**src/hw/rtl/dlh_pkg.sv**
```systemverilog
// Shared types, codes and field layout for the datagram link handshake engine.
// Used by dlh_step, datagram_link_handshake and dlh_checker.
package dlh_pkg;

	// stream payload widths; the data widths are padded to whole bytes
	localparam int IN_USER_W  = 3;
	localparam int IN_DATA_W  = 80;
	localparam int OUT_DATA_W = 40;
	localparam int CFG_IDX_W  = 1;
	localparam int CFG_DATA_W = 8;

	// header constants
	localparam logic [7:0]  SIGN_BYTE    = 8'h99;
	localparam logic [7:0]  VERSION_BYTE = 8'h10;
	localparam logic [13:0] HEADER_BYTES = 14'd16;

	localparam logic [15:0] F_SYN = 16'h0001;
	localparam logic [15:0] F_FIN = 16'h0002;
	localparam logic [15:0] F_ACK = 16'h0008;

	// pending job bits
	localparam int J_SYN     = 0;
	localparam int J_ACK_SYN = 1;
	localparam int J_FIN     = 2;
	localparam int J_ACK_FIN = 3;

	// transmitted flag sets
	localparam logic [3:0] TX_SYN     = 4'h1;
	localparam logic [3:0] TX_SYN_ACK = 4'h9;
	localparam logic [3:0] TX_FIN     = 4'h2;
	localparam logic [3:0] TX_FIN_ACK = 4'hA;
	localparam logic [3:0] TX_NONE    = 4'h0;

	// configuration register indexes and reset values
	localparam logic [CFG_IDX_W-1:0] CFG_KEEPALIVE = 1'b0;
	localparam logic [CFG_IDX_W-1:0] CFG_IDLE      = 1'b1;
	localparam logic [7:0] KEEPALIVE_RST = 8'd30;
	localparam logic [7:0] IDLE_RST      = 8'd20;

	typedef enum logic [2:0] {
		CMD_RX       = 3'd0,
		CMD_TX       = 3'd1,
		CMD_CONNECT  = 3'd2,
		CMD_ACCEPT   = 3'd3,
		CMD_SHUTDOWN = 3'd4,
		CMD_TICK     = 3'd5,
		CMD_ERROR    = 3'd6
	} cmd_t;

	localparam logic [2:0] ST_OK                = 3'd0;
	localparam logic [2:0] ST_ALREADY_STARTED   = 3'd1;
	localparam logic [2:0] ST_ALREADY_CONNECTED = 3'd2;
	localparam logic [2:0] ST_NOT_CONNECTED     = 3'd3;
	localparam logic [2:0] ST_BROKEN_PIPE       = 3'd4;

	localparam logic [1:0] SE_NONE    = 2'd0;
	localparam logic [1:0] SE_ABORTED = 2'd1;
	localparam logic [1:0] SE_RESET   = 2'd2;

	localparam logic [1:0] NT_NONE   = 2'd0;
	localparam logic [1:0] NT_DONE   = 2'd1;
	localparam logic [1:0] NT_FAILED = 2'd2;

	localparam logic [7:0] SEC_MAX = 8'hFF;

	typedef struct packed {
		logic [2:0]  command;
		logic [7:0]  rx_sign;
		logic [7:0]  rx_version;
		logic [13:0] rx_size;
		logic [31:0] rx_pin;
		logic [15:0] rx_flags;
	} item_t;

	typedef struct packed {
		logic [7:0] keepalive_timeout_s;
		logic [7:0] idle_interval_s;
	} cfg_t;

	typedef struct packed {
		logic        alive;
		logic        linked;
		logic [15:0] local_pin;
		logic [31:0] remote_pin;
		logic [3:0]  jobs;
		logic        conn_wait;
		logic        shut_wait;
		logic [15:0] pin_ctr;
		logic [7:0]  sec_rx;
		logic        rx_seen;
		logic [7:0]  sec_tx;
	} link_state_t;

	typedef struct packed {
		logic [2:0]  status;
		logic        tx_valid;
		logic [3:0]  tx_flags;
		logic [15:0] tx_pin;
		logic        to_streams;
		logic [1:0]  streams_error;
		logic [1:0]  connect_notify;
		logic [1:0]  shutdown_notify;
		logic        linked;
		logic        alive;
	} result_t;

endpackage

```
**src/hw/rtl/datagram_link_handshake.sv**
```systemverilog
// Top level of the datagram link handshake engine: input register, step logic,
// result register and configuration registers. Depends on dlh_pkg and dlh_step.
//
//  channel  | direction | handshake               | payload
//  s_axis   | in        | s_axis_tvalid/tready    | tuser command, tdata header fields
//  m_axis   | out       | m_axis_tvalid/tready    | tdata result fields
//  cfg      | in        | cfg_valid/cfg_ready     | cfg_index, cfg_data
//
// One item per cycle while the result is not stalled: an item waits in the input register,
// then the step logic updates the link state and the result register in the same edge.
// The result is valid once the result register loads and, with the sink ready,
// is taken at the edge after it.
// Reset (arst_n low) restores the link state and both registers to their defaults.
// A stalled result holds the input register; a further item is taken only when the
// input register empties. cfg_ready is always high.
module datagram_link_handshake (
	input  logic                           clk,
	input  logic                           arst_n,
	input  logic                           s_axis_tvalid,
	output logic                           s_axis_tready,
	// [2:0] command
	input  logic [dlh_pkg::IN_USER_W-1:0]  s_axis_tuser,
	// [7:0] rx_sign, [15:8] rx_version, [29:16] rx_size, [61:30] rx_pin,
	// [77:62] rx_flags, [79:78] zero
	input  logic [dlh_pkg::IN_DATA_W-1:0]  s_axis_tdata,
	output logic                           m_axis_tvalid,
	input  logic                           m_axis_tready,
	// [2:0] status, [3] tx_valid, [7:4] tx_flags, [23:8] tx_pin, [24] to_streams,
	// [26:25] streams_error, [28:27] connect_notify, [30:29] shutdown_notify,
	// [31] linked, [32] alive, [39:33] zero
	output logic [dlh_pkg::OUT_DATA_W-1:0] m_axis_tdata,
	input  logic                           cfg_valid,
	output logic                           cfg_ready,
	input  logic [dlh_pkg::CFG_IDX_W-1:0]  cfg_index,
	input  logic [dlh_pkg::CFG_DATA_W-1:0] cfg_data
);
	import dlh_pkg::*;

	logic        valid_s1;
	item_t       item_s1;
	cfg_t        cfg_q;
	link_state_t state_q;
	link_state_t state_nxt;
	result_t     res;
	result_t     res_q;
	logic        out_valid_q;
	logic        advance;

	assign advance       = valid_s1 && (!out_valid_q || m_axis_tready);
	assign s_axis_tready = !valid_s1 || advance;
	assign cfg_ready     = 1'b1;

	always_ff @(posedge clk or negedge arst_n) begin
		if (!arst_n) begin
			valid_s1 <= 1'b0;
		end else if (s_axis_tready) begin
			valid_s1 <= s_axis_tvalid;
		end
	end

	always_ff @(posedge clk) begin
		if (s_axis_tready && s_axis_tvalid) begin
			item_s1.command    <= s_axis_tuser;
			item_s1.rx_sign    <= s_axis_tdata[7:0];
			item_s1.rx_version <= s_axis_tdata[15:8];
			item_s1.rx_size    <= s_axis_tdata[29:16];
			item_s1.rx_pin     <= s_axis_tdata[61:30];
			item_s1.rx_flags   <= s_axis_tdata[77:62];
		end
	end

	always_ff @(posedge clk or negedge arst_n) begin
		if (!arst_n) begin
			cfg_q.keepalive_timeout_s <= KEEPALIVE_RST;
			cfg_q.idle_interval_s     <= IDLE_RST;
		end else if (cfg_valid) begin
			unique case (cfg_index)
				CFG_KEEPALIVE: cfg_q.keepalive_timeout_s <= cfg_data;
				CFG_IDLE:      cfg_q.idle_interval_s     <= cfg_data;
				default: begin
				end
			endcase
		end
	end

	dlh_step u_step (
		.item (item_s1),
		.cfg  (cfg_q),
		.cur  (state_q),
		.nxt  (state_nxt),
		.res  (res)
	);

	always_ff @(posedge clk or negedge arst_n) begin
		if (!arst_n) begin
			state_q.alive      <= 1'b1;
			state_q.linked     <= 1'b0;
			state_q.local_pin  <= '0;
			state_q.remote_pin <= '0;
			state_q.jobs       <= '0;
			state_q.conn_wait  <= 1'b0;
			state_q.shut_wait  <= 1'b0;
			state_q.pin_ctr    <= '0;
			state_q.sec_rx     <= '0;
			state_q.rx_seen    <= 1'b0;
			state_q.sec_tx     <= SEC_MAX;
		end else if (advance) begin
			state_q <= state_nxt;
		end
	end

	always_ff @(posedge clk or negedge arst_n) begin
		if (!arst_n) begin
			out_valid_q <= 1'b0;
		end else if (advance) begin
			out_valid_q <= 1'b1;
		end else if (m_axis_tready) begin
			out_valid_q <= 1'b0;
		end
	end

	always_ff @(posedge clk) begin
		if (advance) begin
			res_q <= res;
		end
	end

	assign m_axis_tvalid = out_valid_q;
	assign m_axis_tdata  = {7'd0, res_q.alive, res_q.linked, res_q.shutdown_notify,
		res_q.connect_notify, res_q.streams_error, res_q.to_streams, res_q.tx_pin,
		res_q.tx_flags, res_q.tx_valid, res_q.status};

endmodule

```
**src/hw/rtl/dlh_step.sv**
```systemverilog
// Next-state and result logic for one item of the link handshake engine.
// Depends on dlh_pkg.
module dlh_step (
	input  dlh_pkg::item_t       item,
	input  dlh_pkg::cfg_t        cfg,
	input  dlh_pkg::link_state_t cur,
	output dlh_pkg::link_state_t nxt,
	output dlh_pkg::result_t     res
);
	import dlh_pkg::*;

	logic        ready;
	logic        hdr_ok;
	logic        match;
	logic        consumed;
	logic        send;
	logic        connecting;
	logic        shutting;
	logic [15:0] pin_inc;
	cmd_t        cmd;

	assign cmd = cmd_t'(item.command);

	always_comb begin
		nxt        = cur;
		res        = '0;
		ready      = cur.alive && (cur.local_pin != 16'd0);
		connecting = cur.alive && cur.conn_wait;
		shutting   = cur.alive && cur.shut_wait;
		hdr_ok     = (item.rx_sign == SIGN_BYTE) && (item.rx_version == VERSION_BYTE)
			&& (item.rx_size >= HEADER_BYTES);
		match      = (cur.remote_pin == 32'd0) || (cur.remote_pin == item.rx_pin);
		consumed   = 1'b1;
		send       = 1'b0;
		pin_inc    = cur.pin_ctr + 16'd1;
		if (pin_inc == 16'd0) begin
			pin_inc = 16'd1;
		end

		unique case (cmd)
			CMD_RX: begin
				if (ready) begin
					if (hdr_ok) begin
						if (match) begin
							nxt.sec_rx  = 8'd0;
							nxt.rx_seen = 1'b1;
						end
						if (((item.rx_flags & F_SYN) != 16'd0) && match) begin
							nxt.remote_pin = item.rx_pin;
							if ((item.rx_flags & F_ACK) != 16'd0) begin
								nxt.linked = 1'b1;
								if (cur.conn_wait) begin
									res.connect_notify = NT_DONE;
									nxt.conn_wait      = 1'b0;
								end
								nxt.jobs[J_SYN] = 1'b0;
							end else begin
								nxt.jobs[J_ACK_SYN] = 1'b1;
							end
						end else if (((item.rx_flags & F_FIN) != 16'd0)
							&& (cur.remote_pin == item.rx_pin)) begin
							nxt.linked = 1'b0;
							if ((item.rx_flags & F_ACK) != 16'd0) begin
								nxt.remote_pin = 32'd0;
								nxt.alive      = 1'b0;
								if (cur.shut_wait) begin
									res.shutdown_notify = NT_DONE;
									nxt.shut_wait       = 1'b0;
								end
								nxt.jobs[J_FIN] = 1'b0;
							end else begin
								nxt.jobs[J_ACK_FIN] = 1'b1;
							end
						end else begin
							consumed = !(cur.linked && (cur.remote_pin != 32'd0)
								&& (cur.remote_pin == item.rx_pin));
						end
					end
					// a bare fin from the peer aborts, checked against the updated pin
					if (consumed) begin
						if ((nxt.remote_pin != 32'd0) && (item.rx_pin == nxt.remote_pin)
							&& (item.rx_flags == F_FIN)) begin
							res.streams_error = SE_ABORTED;
						end
					end else if (nxt.linked) begin
						res.to_streams = 1'b1;
					end
				end
			end
			CMD_TX: begin
				if (ready) begin
					if (cur.rx_seen && (cur.sec_rx >= cfg.keepalive_timeout_s)) begin
						if (cur.conn_wait) begin
							res.connect_notify = NT_FAILED;
							nxt.conn_wait      = 1'b0;
						end
						if (cur.shut_wait) begin
							res.shutdown_notify = NT_FAILED;
							nxt.shut_wait       = 1'b0;
						end
						nxt.alive         = 1'b0;
						nxt.linked        = 1'b0;
						res.streams_error = SE_RESET;
					end else begin
						send = 1'b1;
						priority if (cur.jobs[J_SYN]) begin
							res.tx_flags = TX_SYN;
						end else if (cur.jobs[J_ACK_SYN]) begin
							res.tx_flags          = TX_SYN_ACK;
							nxt.jobs[J_ACK_SYN]   = 1'b0;
							nxt.linked            = 1'b1;
							if (cur.conn_wait) begin
								res.connect_notify = NT_DONE;
								nxt.conn_wait      = 1'b0;
							end
						end else if (cur.jobs[J_FIN]) begin
							res.tx_flags      = TX_FIN;
							nxt.linked        = 1'b0;
							res.streams_error = SE_ABORTED;
						end else if (cur.jobs[J_ACK_FIN]) begin
							res.tx_flags        = TX_FIN_ACK;
							nxt.jobs[J_ACK_FIN] = 1'b0;
							nxt.alive           = 1'b0;
							if (cur.shut_wait) begin
								res.shutdown_notify = NT_DONE;
								nxt.shut_wait       = 1'b0;
							end
						end else begin
							// nothing pending: keepalive once idle long enough
							res.tx_flags = TX_NONE;
							send = (cur.sec_tx >= cfg.idle_interval_s);
						end
						if (send) begin
							nxt.sec_tx   = 8'd0;
							res.tx_valid = 1'b1;
							res.tx_pin   = cur.local_pin;
						end else begin
							res.tx_flags = TX_NONE;
						end
					end
				end
			end
			CMD_CONNECT, CMD_ACCEPT: begin
				if (!cur.alive || cur.linked || connecting) begin
					res.status = connecting ? ST_ALREADY_STARTED
						: (cur.linked ? ST_ALREADY_CONNECTED : ST_BROKEN_PIPE);
				end else begin
					nxt.pin_ctr   = pin_inc;
					nxt.local_pin = pin_inc;
					nxt.conn_wait = 1'b1;
					if (cmd == CMD_CONNECT) begin
						nxt.jobs[J_SYN] = 1'b1;
					end
				end
			end
			CMD_SHUTDOWN: begin
				if (!cur.alive || !cur.linked || shutting) begin
					res.status = shutting ? ST_ALREADY_STARTED
						: (cur.alive ? ST_NOT_CONNECTED : ST_BROKEN_PIPE);
				end else begin
					nxt.shut_wait   = 1'b1;
					nxt.jobs[J_FIN] = 1'b1;
				end
			end
			CMD_TICK: begin
				if (cur.sec_rx != SEC_MAX) begin
					nxt.sec_rx = cur.sec_rx + 8'd1;
				end
				if (cur.sec_tx != SEC_MAX) begin
					nxt.sec_tx = cur.sec_tx + 8'd1;
				end
			end
			CMD_ERROR: begin
				if (cur.conn_wait) begin
					res.connect_notify = NT_FAILED;
					nxt.conn_wait      = 1'b0;
				end
				if (cur.shut_wait) begin
					res.shutdown_notify = NT_FAILED;
					nxt.shut_wait       = 1'b0;
				end
				nxt.alive  = 1'b0;
				nxt.linked = 1'b0;
			end
			default: begin
			end
		endcase
		res.linked = nxt.linked;
		res.alive  = nxt.alive;
	end

endmodule

```
**config.mk**
```make
export PLATFORM = sky130hd
export DESIGN_NAME = datagram_link_handshake
export DESIGN_NICKNAME = d
export VERILOG_FILES = /design/src/hw/rtl/dlh_pkg.sv /design/src/hw/rtl/datagram_link_handshake.sv /design/src/hw/rtl/dlh_step.sv
export SDC_FILE = /design/constraint.sdc
export NUM_CORES = 1
export LEC_CHECK = 0
export BUFFER_PORTS_ARGS = -buffer_cell sky130_fd_sc_hd__buf_2
export CORE_ASPECT_RATIO = 0.6
export CORE_UTILIZATION = 52
export DETAILED_ROUTE_END_ITERATION = 12
export GPL_TIMING_DRIVEN = 0
export PLACE_DENSITY = 0.77
export SLEW_MARGIN = 20
export SYNTH_ARGS = -nofsm -noshare
export SYNTH_HDL_FRONTEND = slang
export SYNTH_SLANG_ARGS = --single-unit
```
**constraint.sdc**
```tcl
create_clock -name clk -period 2.9 [get_ports clk]
set_input_delay 0.145 -clock clk [delete_from_list [all_inputs] [get_ports clk]]
set_output_delay 0.145 -clock clk [all_outputs]
set_load 0.02 [all_outputs]
```
==> summary.md <==
| Metric | Value |
|---|---|
| Num rows | 37 |
| Worst-Skew Late Latency | 0.43 ns |
| RD Place Congestion | 0.972 |
| Wirelength, routed | 24200 um |
| Max-cap violations | 0 |
| Clk network pwr share | 36.1% |
| Area post-placement | 10300 um2 |
| Die width | 174 um |
| Synth Flop Type | edfxtp_1 |
| RSZ-0062 raised after global routing | yes |
| R2R Path Start | item_s1[46]$_DFFE_PP_ |
| IR drop worst, VDD | 0.000368 V |
| PD cells | 521 nW/um2 |
| Internal | 4.58 mW |
| Die H | 105 um |
| Count leader, synth | edfxtp_1 |
| Fillers | 1263 |
| Seq cells post-synth | 200 |
| Period minus WS final | 2.71 ns |
| Die Area | 18300 um2 |
| Clock Tree Buf Depth | 2 |
| Starting Density | 53.6% |
| Setup crit end kind | flip-flop |
| Slew @ Worst Pin | 0.795 ns |
| Share of layout cells above drive strength 1 | 21.8% |
| Yosys warnings | 0 |
| Crit path required time | 3.21 ns |
| Combinational power share | 10.6% |
| Reg2reg setup slack | 0.19 ns |
| WHS Endpoint | cfg_q[10]$_DFFE_PN1P_ |
| CTS tree | done |
| Reg2Reg Depth | 9 |
| Slowest-stage cell, CP | edfxtp_1 |
| Port Buffers | 124 |
| Clk slew on worst S/H paths | 0.07 ns |
| Total grt overflow | 0 |
| Routed WL per cell | 19.1 um |
| Min-delay src | cfg_index |
| Antenna Cells | 0 |
| Register area | 5570 um2 |
| Largest net degree at the start of global routing | 54 |
| Worst Skew | 0.0158 ns |
| Total CTS buffers | 17 |
| Max stage delay on crit path | 0.46 ns |
| Cell Area, Synth | 9250 um2 |
| Hold depth | 4 |
| Net Switching | 1.57 mW |
| Post-synth EDFFs | 109 |
| Gr usage total | 27.4% |
| Final setup fails | 0 |
| Outcome | complete, no violations |
| Switching Share | 25.6% |
| Crit path DAT | 3.02 ns |
| Root buf cell | clkbuf_16 |
| Dpl ws | -0.271 ns |
| Antenna-violating nets left | 0 |
| Synth async-reset ratio | 45.5% |
| Worst Hold Class | primary input to flip-flop |
| Finished Cell Area | 11800 um2 |
| Achievable frequency | 369 MHz |
| Syn Area/Cell | 11.9 um2 |
| Htree depth | 4 |
| Syn Inst Count | 776 |
| Setup CP Type | flip-flop to flip-flop |
| First-pass GRT wire length | 38100 um |
| Period Utilization, post-route | 93.4% |
| Number of global-route vias before repair | 6988 |
| Area share of the largest cell type after synthesis | 35.4% |
| Core Region | 17300 um2 |
| Dominant cell type by area after synthesis | edfxtp_1 |
| Netlist cell types | 68 |
| Seq/Total Area, Yosys | 60.2% |
| Final Power | 6.16 mW |
| Area of the multi-input gates | 3500 um2 |
| FF-to-FF End | state_q[45]$_DFFE_PN0P_ |
| Synth top cells by count | edfxtp_1 (109), dfrtp_1 (76), nand2_1 (47) |
| Worst setup SP type | flip-flop |
| Clock sinks | 200 |
| Via density | 5.78 |
| Layout area overhead | 27.8% |
| Detailed-route DRC error count | 0 |
| Fin. max-slew vios | 0 |
| Setup ws final | 0.190 ns |
| Total number of vias | 7315 |
| Nets | 1135 |
| Num ports | 140 |
| Area contributors post-synth | edfxtp_1 (35%), dfrtp_1 (21%), dfstp_2 (4.3%) |
| Leak | 4.93 nW |
| Drt initial violations | 735 |
| DPL Wire Length | 16200 um |
| Flop pwr share | 53.4% |
| Crit-path cells | nor2b_1 -> a2111oi_4 -> nand4_1 -> nor4_4 -> buf_4 -> o21a_1 -> nand3_1 -> clkbuf_2 -> a22o_1 |
| Initial antenna violation count | 0 |
| CP max FO | 10 |
| First drt pass iteration count | 5 |
| Slew headroom | 46.5% |
| Final Hold Vio Count | 0 |
==> registers in the layout (all words and copies together), names as in the netlist <==
register	count
state_q	73
m_axis_tdata	32
cfg_q	16
m_axis_tvalid	1
item_s1	77
valid_s1	1
==> cell usage in the layout (no fill, tap or decap), types with 20 or more instances in the layout <==
cell type / n
ha_1: 20
inv_1: 42
dlygate4sd3_1: 88
nand3_1: 22
edfxtp_1: 109
nor2b_1: 29
a22o_1: 34
nand2b_1: 27
o21ai_0: 34
dfrtp_1: 76
nor2_1: 37
and3_1: 29
buf_2: 128
nand2_1: 47
nor4_1: 21
==> critical path: cells and delay by family, from the launching register on <==
family                 cells  cell delay [ns]
buffers and inverters      2             0.47
flip-flops                 1             0.46
AND/OR/NAND/NOR            4             0.91
AO/OA/AOI/OAI              3             0.74
==> power by group through the flow <==
stage	Clock (mW)	Combinational, mW	Sequential (mW)
after floorplan	0	0.281	3.34
after global placement	0	0.503	3.34
after detailed placement	0	0.527	3.34
after CTS	2.26	0.621	3.28
after global routing	2.38	0.712	3.30
final	2.22	0.650	3.29
==> through the flow <==
step / cells / utilization [%] / TNS, ns / hold WS [ns]
after floorplan: 783 / - / 0 / -0.151
after global placement: 1141 / 59.0 / -4.25 / 0.321
after detailed placement: 1143 / 59.4 / -6.35 / 0.0895
after CTS: 1264 / 67.8 / 0 / 0.0458
after global routing: 1265 / 68.5 / -0.0697 / 0.0681
final: 1265 / 68.5 / 0 / 0.0537
==> cell families after synthesis <==
logic type	share of synthesized area [%]
simple gates	16.6
flops	60.2
other cells	0.0812
buf+inv	3.59
fa+ha+maj	2.71
compound gates	13.0
xor+xnor	2.37
mux	1.45
==> routing by layer <==
metal,up-vias,track usage (%),part of all wire (%)
li1,3367,-,-
met1,3548,42.4,47
met2,373,37.7,42
met3,27,7.68,10
met4,0,6.14,0.89
met5,-,0,0
==> repair_timing <==
item	CTS	global route
pin swaps	1	1
setup endpoints to repair	47	59
resized for setup	7	24
gates cloned	0	0
setup buffers	1	1
hold endpoints to repair	133	0
hold buffers	88	0
==> worst max path at each step <==
stage	start	endpoint
global route	item_s1[71]$_DFFE_PP_	state_q[14]$_DFFE_PN0P_
floorplan	cfg_q[12]$_DFFE_PN1P_	m_axis_tdata[27]$_DFFE_PP_
global placement	cfg_q[12]$_DFFE_PN1P_	m_axis_tdata[25]$_DFFE_PP_
finish	item_s1[46]$_DFFE_PP_	state_q[45]$_DFFE_PN0P_
detailed placement	cfg_q[12]$_DFFE_PN1P_	m_axis_tdata[25]$_DFFE_PP_
CTS	cfg_q[12]$_DFFE_PN1P_	state_q[0]$_DFFE_PN1P_
==> layout make-up <==
class	count	area share (%)
buffer	35	1.49
clock buffer	18	3.63
clock inverter	14	0.974
inverter	43	1.38
multi-input combinational	505	29.6
sequential	200	47.1
tap	234	2.48
timing repair buffer	216	13.3
No activity file was read; power rests on OpenSTA's default activity.
